**src/hw/rtl/paddle_enc_pkg.sv**
```systemverilog
// Shared types and constants for the paddle encoder axis.
package paddle_enc_pkg;

  localparam int CFG_INDEX_W = 3;
  localparam int CFG_DATA_W  = 16;

  localparam logic [CFG_INDEX_W-1:0] REG_GAMEPAD_MODE   = 3'd0;
  localparam logic [CFG_INDEX_W-1:0] REG_SHORT_PRESS_MS = 3'd1;
  localparam logic [CFG_INDEX_W-1:0] REG_LONG_PRESS_MS  = 3'd2;
  localparam logic [CFG_INDEX_W-1:0] REG_MOUSE_STEP     = 3'd3;
  localparam logic [CFG_INDEX_W-1:0] REG_GAMEPAD_STEP   = 3'd4;

  localparam logic [15:0] SHORT_PRESS_RESET  = 16'd60;
  localparam logic [15:0] LONG_PRESS_RESET   = 16'd500;
  localparam logic [7:0]  MOUSE_STEP_RESET   = 8'd1;
  localparam logic [9:0]  GAMEPAD_STEP_RESET = 10'd40;

  localparam logic [1:0] SPEED_RESET = 2'd2;
  localparam logic [1:0] SPEED_MIN   = 2'd1;
  localparam logic [1:0] SPEED_MAX   = 2'd3;

  localparam logic signed [15:0] POS_MIN = 16'sh8000;
  localparam logic signed [15:0] POS_MAX = 16'sh7FFF;

  typedef struct packed {
    logic phase_a;
    logic phase_b;
    logic ms_tick;
    logic settings_press;
    logic settings_release;
    logic center_press;
  } in_word_t;

  typedef struct packed {
    logic signed [10:0] mouse_move;
    logic signed [15:0] stick_position;
    logic [1:0]         speed_level;
    logic               reversed;
    logic               long_press_seen;
    logic               short_press_seen;
  } out_word_t;

  typedef struct packed {
    logic        gamepad_mode;
    logic [15:0] short_press_ms;
    logic [15:0] long_press_ms;
    logic [7:0]  mouse_step;
    logic [9:0]  gamepad_step;
  } cfg_t;

  typedef struct packed {
    logic               last_phase_a;
    logic               held;
    logic               long_done;
    logic [15:0]        held_ms;
    logic [1:0]         speed;
    logic               dir_reversed;
    logic signed [15:0] position;
  } axis_state_t;

endpackage

```
**src/hw/rtl/paddle_enc_if.sv**
```systemverilog
// Valid/ready channel interfaces for input and result words.
interface paddle_enc_in_if;
  import paddle_enc_pkg::*;

  logic     valid;
  logic     ready;
  in_word_t payload;

  modport source (output valid, output payload, input ready);
  modport sink (input valid, input payload, output ready);
endinterface

interface paddle_enc_out_if;
  import paddle_enc_pkg::*;

  logic      valid;
  logic      ready;
  out_word_t payload;

  modport source (output valid, output payload, input ready);
  modport sink (input valid, input payload, output ready);
endinterface

```
**src/hw/rtl/paddle_encoder_axis.sv**
```systemverilog
// A word accepted into the input register passes through the step logic to the result
// register. Throughput: one word per cycle while out_ch.ready does not stall; the single
// step stage between the input and result registers commits one word and state per cycle.
// While a result waits for out_ch.ready the input register takes one more word, then stalls.
// Reset (rst_n low, synchronous) empties both registers, restores register
// defaults and the axis state (speed 2, position 0, direction normal).
module paddle_encoder_axis (
  input  logic                                   clk,
  input  logic                                   rst_n,
  paddle_enc_in_if.sink                          in_ch,
  paddle_enc_out_if.source                       out_ch,
  input  logic                                   cfg_we,
  input  logic [paddle_enc_pkg::CFG_INDEX_W-1:0] cfg_index,
  input  logic [paddle_enc_pkg::CFG_DATA_W-1:0]  cfg_wdata
);
  import paddle_enc_pkg::*;

  cfg_t        cfg_r;
  axis_state_t state_r;
  axis_state_t state_nxt;
  logic        s1_valid_r;
  in_word_t    s1_item_r;
  logic        out_valid_r;
  out_word_t   out_word_r;
  out_word_t   result;
  logic        adv;
  logic        commit;
  logic        in_ready;

  paddle_enc_step u_step (
    .cfg    (cfg_r),
    .st     (state_r),
    .item   (s1_item_r),
    .st_nxt (state_nxt),
    .result (result)
  );

  // result register free or being drained this cycle
  assign adv      = ~out_valid_r | out_ch.ready;
  assign commit   = adv & s1_valid_r;
  assign in_ready = ~s1_valid_r | adv;

  assign in_ch.ready    = in_ready;
  assign out_ch.valid   = out_valid_r;
  assign out_ch.payload = out_word_r;

  always_ff @(posedge clk) begin
    if (!rst_n) begin
      cfg_r.gamepad_mode   <= 1'b0;
      cfg_r.short_press_ms <= SHORT_PRESS_RESET;
      cfg_r.long_press_ms  <= LONG_PRESS_RESET;
      cfg_r.mouse_step     <= MOUSE_STEP_RESET;
      cfg_r.gamepad_step   <= GAMEPAD_STEP_RESET;
    end else if (cfg_we) begin
      unique case (cfg_index)
        REG_GAMEPAD_MODE:   cfg_r.gamepad_mode   <= cfg_wdata[0];
        REG_SHORT_PRESS_MS: cfg_r.short_press_ms <= cfg_wdata[15:0];
        REG_LONG_PRESS_MS:  cfg_r.long_press_ms  <= cfg_wdata[15:0];
        REG_MOUSE_STEP:     cfg_r.mouse_step     <= cfg_wdata[7:0];
        REG_GAMEPAD_STEP:   cfg_r.gamepad_step   <= cfg_wdata[9:0];
        default: ;
      endcase
    end
  end

  always_ff @(posedge clk) begin
    if (!rst_n) begin
      s1_valid_r           <= 1'b0;
      out_valid_r          <= 1'b0;
      state_r.last_phase_a <= 1'b0;
      state_r.held         <= 1'b0;
      state_r.long_done    <= 1'b0;
      state_r.held_ms      <= 16'd0;
      state_r.speed        <= SPEED_RESET;
      state_r.dir_reversed <= 1'b0;
      state_r.position     <= 16'sd0;
    end else begin
      if (in_ready) begin
        s1_valid_r <= in_ch.valid;
      end
      if (adv) begin
        out_valid_r <= s1_valid_r;
      end
      if (commit) begin
        state_r <= state_nxt;
      end
    end
  end

  always_ff @(posedge clk) begin
    if (in_ready && in_ch.valid) begin
      s1_item_r <= in_ch.payload;
    end
    if (commit) begin
      out_word_r <= result;
    end
  end

`ifndef ASSERT_OFF
  a_speed_nonzero: assert property (@(posedge clk) disable iff (!rst_n)
    state_r.speed != 2'd0)
    else $error("speed state reached zero");

  a_idle_count_clear: assert property (@(posedge clk) disable iff (!rst_n)
    !state_r.held |-> state_r.held_ms == 16'd0)
    else $error("hold counter nonzero while button not held");

  a_speed_only_on_long: assert property (@(posedge clk) disable iff (!rst_n)
    (commit && !result.long_press_seen) |=> $stable(state_r.speed))
    else $error("speed changed without a long hold");

  a_gamepad_no_mouse: assert property (@(posedge clk) disable iff (!rst_n)
    (commit && cfg_r.gamepad_mode) |=> out_word_r.mouse_move == 11'sd0)
    else $error("mouse move emitted in gamepad mode");
`endif

endmodule

```
**src/hw/rtl/paddle_enc_step.sv**
```systemverilog
// Per-word next-state and result logic: button timing, centering, encoder count.
module paddle_enc_step (
  input  paddle_enc_pkg::cfg_t        cfg,
  input  paddle_enc_pkg::axis_state_t st,
  input  paddle_enc_pkg::in_word_t    item,
  output paddle_enc_pkg::axis_state_t st_nxt,
  output paddle_enc_pkg::out_word_t   result
);
  import paddle_enc_pkg::*;

  logic               fresh;
  logic               held_a;
  logic               long_done_c;
  logic [15:0]        ms_c;
  logic [1:0]         speed_c;
  logic               rev_c;
  logic               long_seen;
  logic               short_seen;
  logic               step_edge;
  logic               step_neg;
  logic signed [2:0]  mv_mag;
  logic signed [2:0]  mv;
  logic signed [13:0] pad_delta;
  logic signed [11:0] mouse_prod;
  logic signed [15:0] pos_base;
  logic signed [16:0] pos_sum;
  logic signed [15:0] pos_c;
  logic signed [10:0] mouse_c;

  // settings button
  always_comb begin
    fresh       = item.settings_press & ~st.held;
    held_a      = st.held | item.settings_press;
    ms_c        = fresh ? 16'd0 : st.held_ms;
    long_done_c = fresh ? 1'b0 : st.long_done;
    speed_c     = st.speed;
    rev_c       = st.dir_reversed;
    long_seen   = 1'b0;
    short_seen  = 1'b0;
    if (held_a && !long_done_c) begin
      if (item.ms_tick && !fresh && (ms_c != 16'hFFFF)) begin
        ms_c = ms_c + 16'd1;
      end
      if (ms_c > cfg.long_press_ms) begin
        speed_c     = (st.speed == SPEED_MAX) ? SPEED_MIN : st.speed + 2'd1;
        long_done_c = 1'b1;
        long_seen   = 1'b1;
      end
    end
    if (item.settings_release) begin
      if ((ms_c >= cfg.short_press_ms) && (ms_c <= cfg.long_press_ms)) begin
        rev_c      = ~st.dir_reversed;
        short_seen = 1'b1;
      end
      held_a = 1'b0;
      ms_c   = 16'd0;
    end
  end

  // encoder count, uses the speed and direction left by the button logic
  always_comb begin
    step_edge  = item.phase_a & ~st.last_phase_a;
    step_neg   = item.phase_b ^ rev_c;
    mv_mag     = $signed({1'b0, speed_c});
    mv         = step_neg ? -mv_mag : mv_mag;
    pad_delta  = mv * $signed({1'b0, cfg.gamepad_step});
    mouse_prod = mv * $signed({1'b0, cfg.mouse_step});
    pos_base   = (item.center_press && cfg.gamepad_mode) ? 16'sd0 : st.position;
    pos_sum    = {pos_base[15], pos_base} + {{3{pad_delta[13]}}, pad_delta};
    pos_c      = pos_base;
    mouse_c    = 11'sd0;
    if (step_edge) begin
      if (cfg.gamepad_mode) begin
        if (pos_sum[16] != pos_sum[15]) begin
          pos_c = pos_sum[16] ? POS_MIN : POS_MAX;
        end else begin
          pos_c = pos_sum[15:0];
        end
      end else begin
        mouse_c = mouse_prod[10:0];
      end
    end
  end

  always_comb begin
    st_nxt.last_phase_a = item.phase_a;
    st_nxt.held         = held_a;
    st_nxt.long_done    = long_done_c;
    st_nxt.held_ms      = ms_c;
    st_nxt.speed        = speed_c;
    st_nxt.dir_reversed = rev_c;
    st_nxt.position     = pos_c;

    result.mouse_move       = mouse_c;
    result.stick_position   = pos_c;
    result.speed_level      = speed_c;
    result.reversed         = rev_c;
    result.long_press_seen  = long_seen;
    result.short_press_seen = short_seen;
  end

endmodule
```
**src/flat_wrapper.sv**
```systemverilog
// flat-port wrapper written by rule: the top's interface ports become plain ports
module paddle_encoder_axis_flat import paddle_enc_pkg::*;
  (clk, rst_n, cfg_we, cfg_index, cfg_wdata, in_ch_valid, in_ch_payload, in_ch_ready, out_ch_valid, out_ch_payload, out_ch_ready);
  paddle_enc_in_if in_ch_i ();
  paddle_enc_out_if out_ch_i ();
  input  logic clk;
  input  logic rst_n;
  input  logic cfg_we;
  input  logic [paddle_enc_pkg::CFG_INDEX_W-1:0] cfg_index;
  input  logic [paddle_enc_pkg::CFG_DATA_W-1:0] cfg_wdata;
  input wire logic [$bits(in_ch_i.valid)-1:0] in_ch_valid;
  input wire logic [$bits(in_ch_i.payload)-1:0] in_ch_payload;
  output wire logic [$bits(in_ch_i.ready)-1:0] in_ch_ready;
  output wire logic [$bits(out_ch_i.valid)-1:0] out_ch_valid;
  output wire logic [$bits(out_ch_i.payload)-1:0] out_ch_payload;
  input wire logic [$bits(out_ch_i.ready)-1:0] out_ch_ready;
  assign in_ch_i.valid = in_ch_valid;
  assign in_ch_i.payload = in_ch_payload;
  assign in_ch_ready = in_ch_i.ready;
  assign out_ch_valid = out_ch_i.valid;
  assign out_ch_payload = out_ch_i.payload;
  assign out_ch_i.ready = out_ch_ready;
  paddle_encoder_axis u_core (.clk(clk), .rst_n(rst_n), .in_ch(in_ch_i), .out_ch(out_ch_i), .cfg_we(cfg_we), .cfg_index(cfg_index), .cfg_wdata(cfg_wdata));
endmodule
```
**config.mk**
```make
export PLATFORM = sky130hd
export DESIGN_NAME = paddle_encoder_axis_flat
export DESIGN_NICKNAME = d
export VERILOG_FILES = /design/src/hw/rtl/paddle_enc_pkg.sv /design/src/hw/rtl/paddle_enc_if.sv /design/src/hw/rtl/paddle_encoder_axis.sv /design/src/hw/rtl/paddle_enc_step.sv /design/src/flat_wrapper.sv
export SDC_FILE = /design/constraint.sdc
export NUM_CORES = 1
export LEC_CHECK = 0
export ABC_AREA = 1
export BUFFER_PORTS_ARGS = -buffer_cell sky130_fd_sc_hd__buf_2
export CAP_MARGIN = 20
export CORE_MARGIN = 2
export CORE_UTILIZATION = 60
export CTS_CLUSTER_SIZE = 10
export DETAILED_ROUTE_END_ITERATION = 7
export PLACE_DENSITY = 0.83
export SYNTH_ARGS = -nofsm -noshare
export SYNTH_HDL_FRONTEND = slang
export SYNTH_SLANG_ARGS = --single-unit
```
**constraint.sdc**
```tcl
create_clock -name clk -period 7.95 [get_ports clk]
set_input_delay 0.795 -clock clk [delete_from_list [all_inputs] [get_ports clk]]
set_output_delay 0.795 -clock clk [all_outputs]
set_load 0.01 [all_outputs]
```
==> metrics.md <==
| Metric | Value |
|---|---|
| Cell Rows | `45` |
| Failing checks | `design-rule violations` |
| I/O Pins | `64` |
| Final Critical Period | `7.510 ns` |
| Fin. max-slew vios | `0` |
| Routability cong. | `0.9175` |
| Worst slew margin | `40.54%` |
| Outcome | `finished, violations left` |
| Initial DRC Count | `706` |
| DR WL/cell | `14.51 µm` |
| Synthesized instance count | `1,245` |
| Overflow after GRT | `0` |
| Main synth FF type | `dfxtp_1` |
| Actual slew at the worst max-slew pin | `0.8909 ns` |
| WP data required | `8.12 ns` |
| Post-synth top area share | `19.40%` |
| Hold Path End | `u_core.cfg_r[46]$_SDFFE_PN0P_` |
| Max-cap viol count | `0` |
| Yosys top cell by area | `dfxtp_1` |
| Final Cell Area | `10,560 µm²` |
| Fillers | `1,233` |
| Number of buffers inserted by port buffering | `63` |
| P_leak | `5.223 nW` |
| Yosys warnings | `0` |
| Async set or reset register ratio after synthesis | `0%` |
| Layout area overhead | `12.43%` |
| Final setup fails | `0` |
| R2r worst-path depth | `41` |
| Fmax achieved | `0.1332 GHz` |
| Critical R2R Launch | `u_core.s1_item_r[2]$_DFFE_PP_` |
| Commonest cells in the netlist | `264 x nand2_1, 181 x inv_1, 122 x nor2_1` |
| Via count | `8,295` |
| Synthesized cell area | `9392 µm²` |
| Worst r2r dst | `u_core.out_ch.payload[17]$_DFFE_PP_` |
| Cell with the most instances after synthesis | `nand2_1` |
| Register area share after synthesis | `31.55%` |
| Path type of the worst min-delay path | `register to register` |
| Max incr delay on CP | `0.51 ns` |
| Crit path max fanout | `19` |
| Seq cells post-synth | `129` |
| Unique masters post-synth | `48` |
| Starting Density | `61.55%` |
| Area post-placement | `9889 µm²` |
| Router iterations before antenna repair | `8` |
| Worst Hold Depth | `2` |
| Core area | `15,260 µm²` |
| H-Tree Depth | `4` |
| Crit path DAT | `7.68 ns` |
| Cell repeated most along the worst path | `nand2_1` |
| DRT antenna net count | `0` |
| Worst hold start | `u_core.cfg_r[46]$_SDFFE_PN0P_` |
| Clock Pin Slew Worst Setup and Hold Paths | `0.06 ns` |
| Worst vdd rail ir drop | `142.6 µV` |
| Die width | `129.1 µm` |
| Bufs on Longest Clock Path | `2` |
| Diodes inserted | `0` |
| Vias in the first global route | `7,816` |
| Syn Area/Cell | `7.543 µm²` |
| Clock Skews | `0.007387 ns` |
| Largest net degree at the start of global routing | `54` |
| Global-route wire length before repair | `36.23 mm` |
| Chip height | `129.1 µm` |
| Final hold vios | `0` |
| EDFF count, synth | `38` |
| Syn_nets | `1,405` |
| Initial antenna violation count | `0` |
| Max stage delay cell, worst path | `fa_1` |
| WL final | `22.29 mm` |
| Worst-Skew Late Latency | `0.43 ns` |
| Die Area | `16,670 µm²` |
| Fraction of layout instances using a drive strength above 1 | `13.36%` |
| Total GRT Usage | `27.36%` |
| Setup TNS | `0 ns` |
| DR DRC count | `1` |
| Critical path startpoint category | `register` |
| CP endpoint kind | `register` |
| Detail Placement HPWL | `16.37 mm` |
| CTS root buf | `clkbuf_16` |
| CTS tree | `done` |
| CTS Buf Count | `17` |
| Main area contributors after synthesis | `dfxtp_1 19%, ha_1 13%, edfxtp_1 12%` |
| Register Area | `2964 µm²` |
| DR vias/cell | `5.400` |
| Multi-input gate area | `5565 µm²` |
| Clock sinks | `129` |
| Period utilisation layout | `94.47%` |
| Critical path class | `register to register` |
| Fin nets | `1,472` |
| Worst hold slack | `0.4627 ns` |
| Power Dens Cells | `205.6 nW/µm²` |
| Worst R2R Setup Slack | `0.44 ns` |
[power by group]
group / leakage [nW] / switching, mW / total [mW] / internal (mW)
clock: 0.250 / 0.291 / 0.723 / 0.431
sequential: 1.11 / 0.0126 / 0.730 / 0.717
combinational: 3.87 / 0.458 / 0.718 / 0.260
[flip-flops by register name, summed over array words and instances (netlist names)]
register,count
u_core.cfg_r,51
u_core.state_r,38
u_core.out_ch.payload,32
u_core.s1_item_r,6
u_core.out_ch.valid,1
u_core.s1_valid_r,1
[cells in the final DEF (no fill, tap or decap), types with 3 or more instances in the layout]
master,instances
buf_4,21
nor2_4,4
inv_1,180
o21ai_2,9
nand3_1,60
a31oi_1,3
nor3_1,24
nand2_1,263
nand2_2,6
a21boi_0,4
o21ai_0,64
o211ai_1,13
edfxtp_1,38
o21bai_1,3
clkbuf_16,17
o21ai_1,6
buf_2,63
a21oi_1,106
clkinv_1,7
ha_1,100
xnor2_1,5
a21oi_2,6
nand3_2,5
nand4_1,4
xor2_1,17
fa_1,29
clkinvlp_4,4
dfxtp_1,90
nand2_4,10
nor2_1,121
inv_2,10
nor2_2,4
[logic make-up after synthesis]
logic type,share of synthesized area (%)
XOR/XNOR,2.052
AO/OA/AOI/OAI,12.86
buffers and inverters,9.792
AND/OR/NAND/NOR,24.11
adder cells (fa/ha/maj),19.64
flip-flops,31.55
[area by class of cell]
cell class,instances,share of cell area [%]
Tap cell,211,2.500
Clock buffer,20,4.230
Multi-Input combinational cell,885,52.71
Clock inverter,12,0.8769
Inverter,194,6.944
Timing Repair Buffer,85,4.669
Sequential cell,129,28.07
[through the flow]
stage	worst slack, ns	util (%)	power [mW]	cells
floorplan	0.6573	-	1.260	1245
global placement	0.2698	64.81	1.403	1496
detailed placement	0.1230	64.81	1.425	1496
CTS	0.03348	68.35	2.150	1528
global route	-0.008507	69.20	2.297	1536
finish	0.4399	69.20	2.171	1536
[routing by layer]
| layer | track usage (%) | wire (µm) | vias up | share of wire (%) |
|---|---|---|---|---|
| met4 | 10.42 | 569 | 0 | 2.6 |
| met5 | 0 | 0 | - | 0 |
| met3 | 4.707 | 1347 | 52 | 6.0 |
| met2 | 46.41 | 10750 | 288 | 48 |
| li1 | - | - | 4174 | - |
| met1 | 35.03 | 9621 | 3781 | 43 |
[worst max-delay path by stage]
| stage | depth (start not counted) | slack, ns | end | startpoint |
|---|---|---|---|---|
| after CTS | 39 | 0.03 | u_core.state_r[13]$_SDFFE_PN0P_ | u_core.s1_item_r[2]$_DFFE_PP_ |
| after floorplan | 44 | 0.66 | u_core.state_r[8]$_SDFFE_PN0P_ | u_core.s1_item_r[2]$_DFFE_PP_ |
| after detailed placement | 40 | 0.12 | u_core.out_ch.payload[17]$_DFFE_PP_ | u_core.s1_item_r[2]$_DFFE_PP_ |
| final | 41 | 0.44 | u_core.out_ch.payload[17]$_DFFE_PP_ | u_core.s1_item_r[2]$_DFFE_PP_ |
| after global routing | 46 | -0.009 | u_core.state_r[12]$_SDFFE_PN0P_ | u_core.s1_item_r[2]$_DFFE_PP_ |
| after global placement | 38 | 0.27 | u_core.out_ch.payload[17]$_DFFE_PP_ | u_core.s1_item_r[2]$_DFFE_PP_ |
[worst max-delay path: cells and delay by family, from the launching register on]
| family | cells | cell delay, ns |
|---|---|---|
| DFF | 1 | 0.45 |
| AOI/OAI and AO/OA | 5 | 0.91 |
| and+or+nand+nor | 24 | 2.68 |
| adders and majority gates | 7 | 2.67 |
| buffers and inverters | 5 | 0.52 |
[what timing repair did]
action	in CTS	in global routing
buffers inserted	0	7
hold buffers	0	0
setup endpoints to repair	0	32
gates resized for setup	0	15
(Power assumes the default switching activity.)
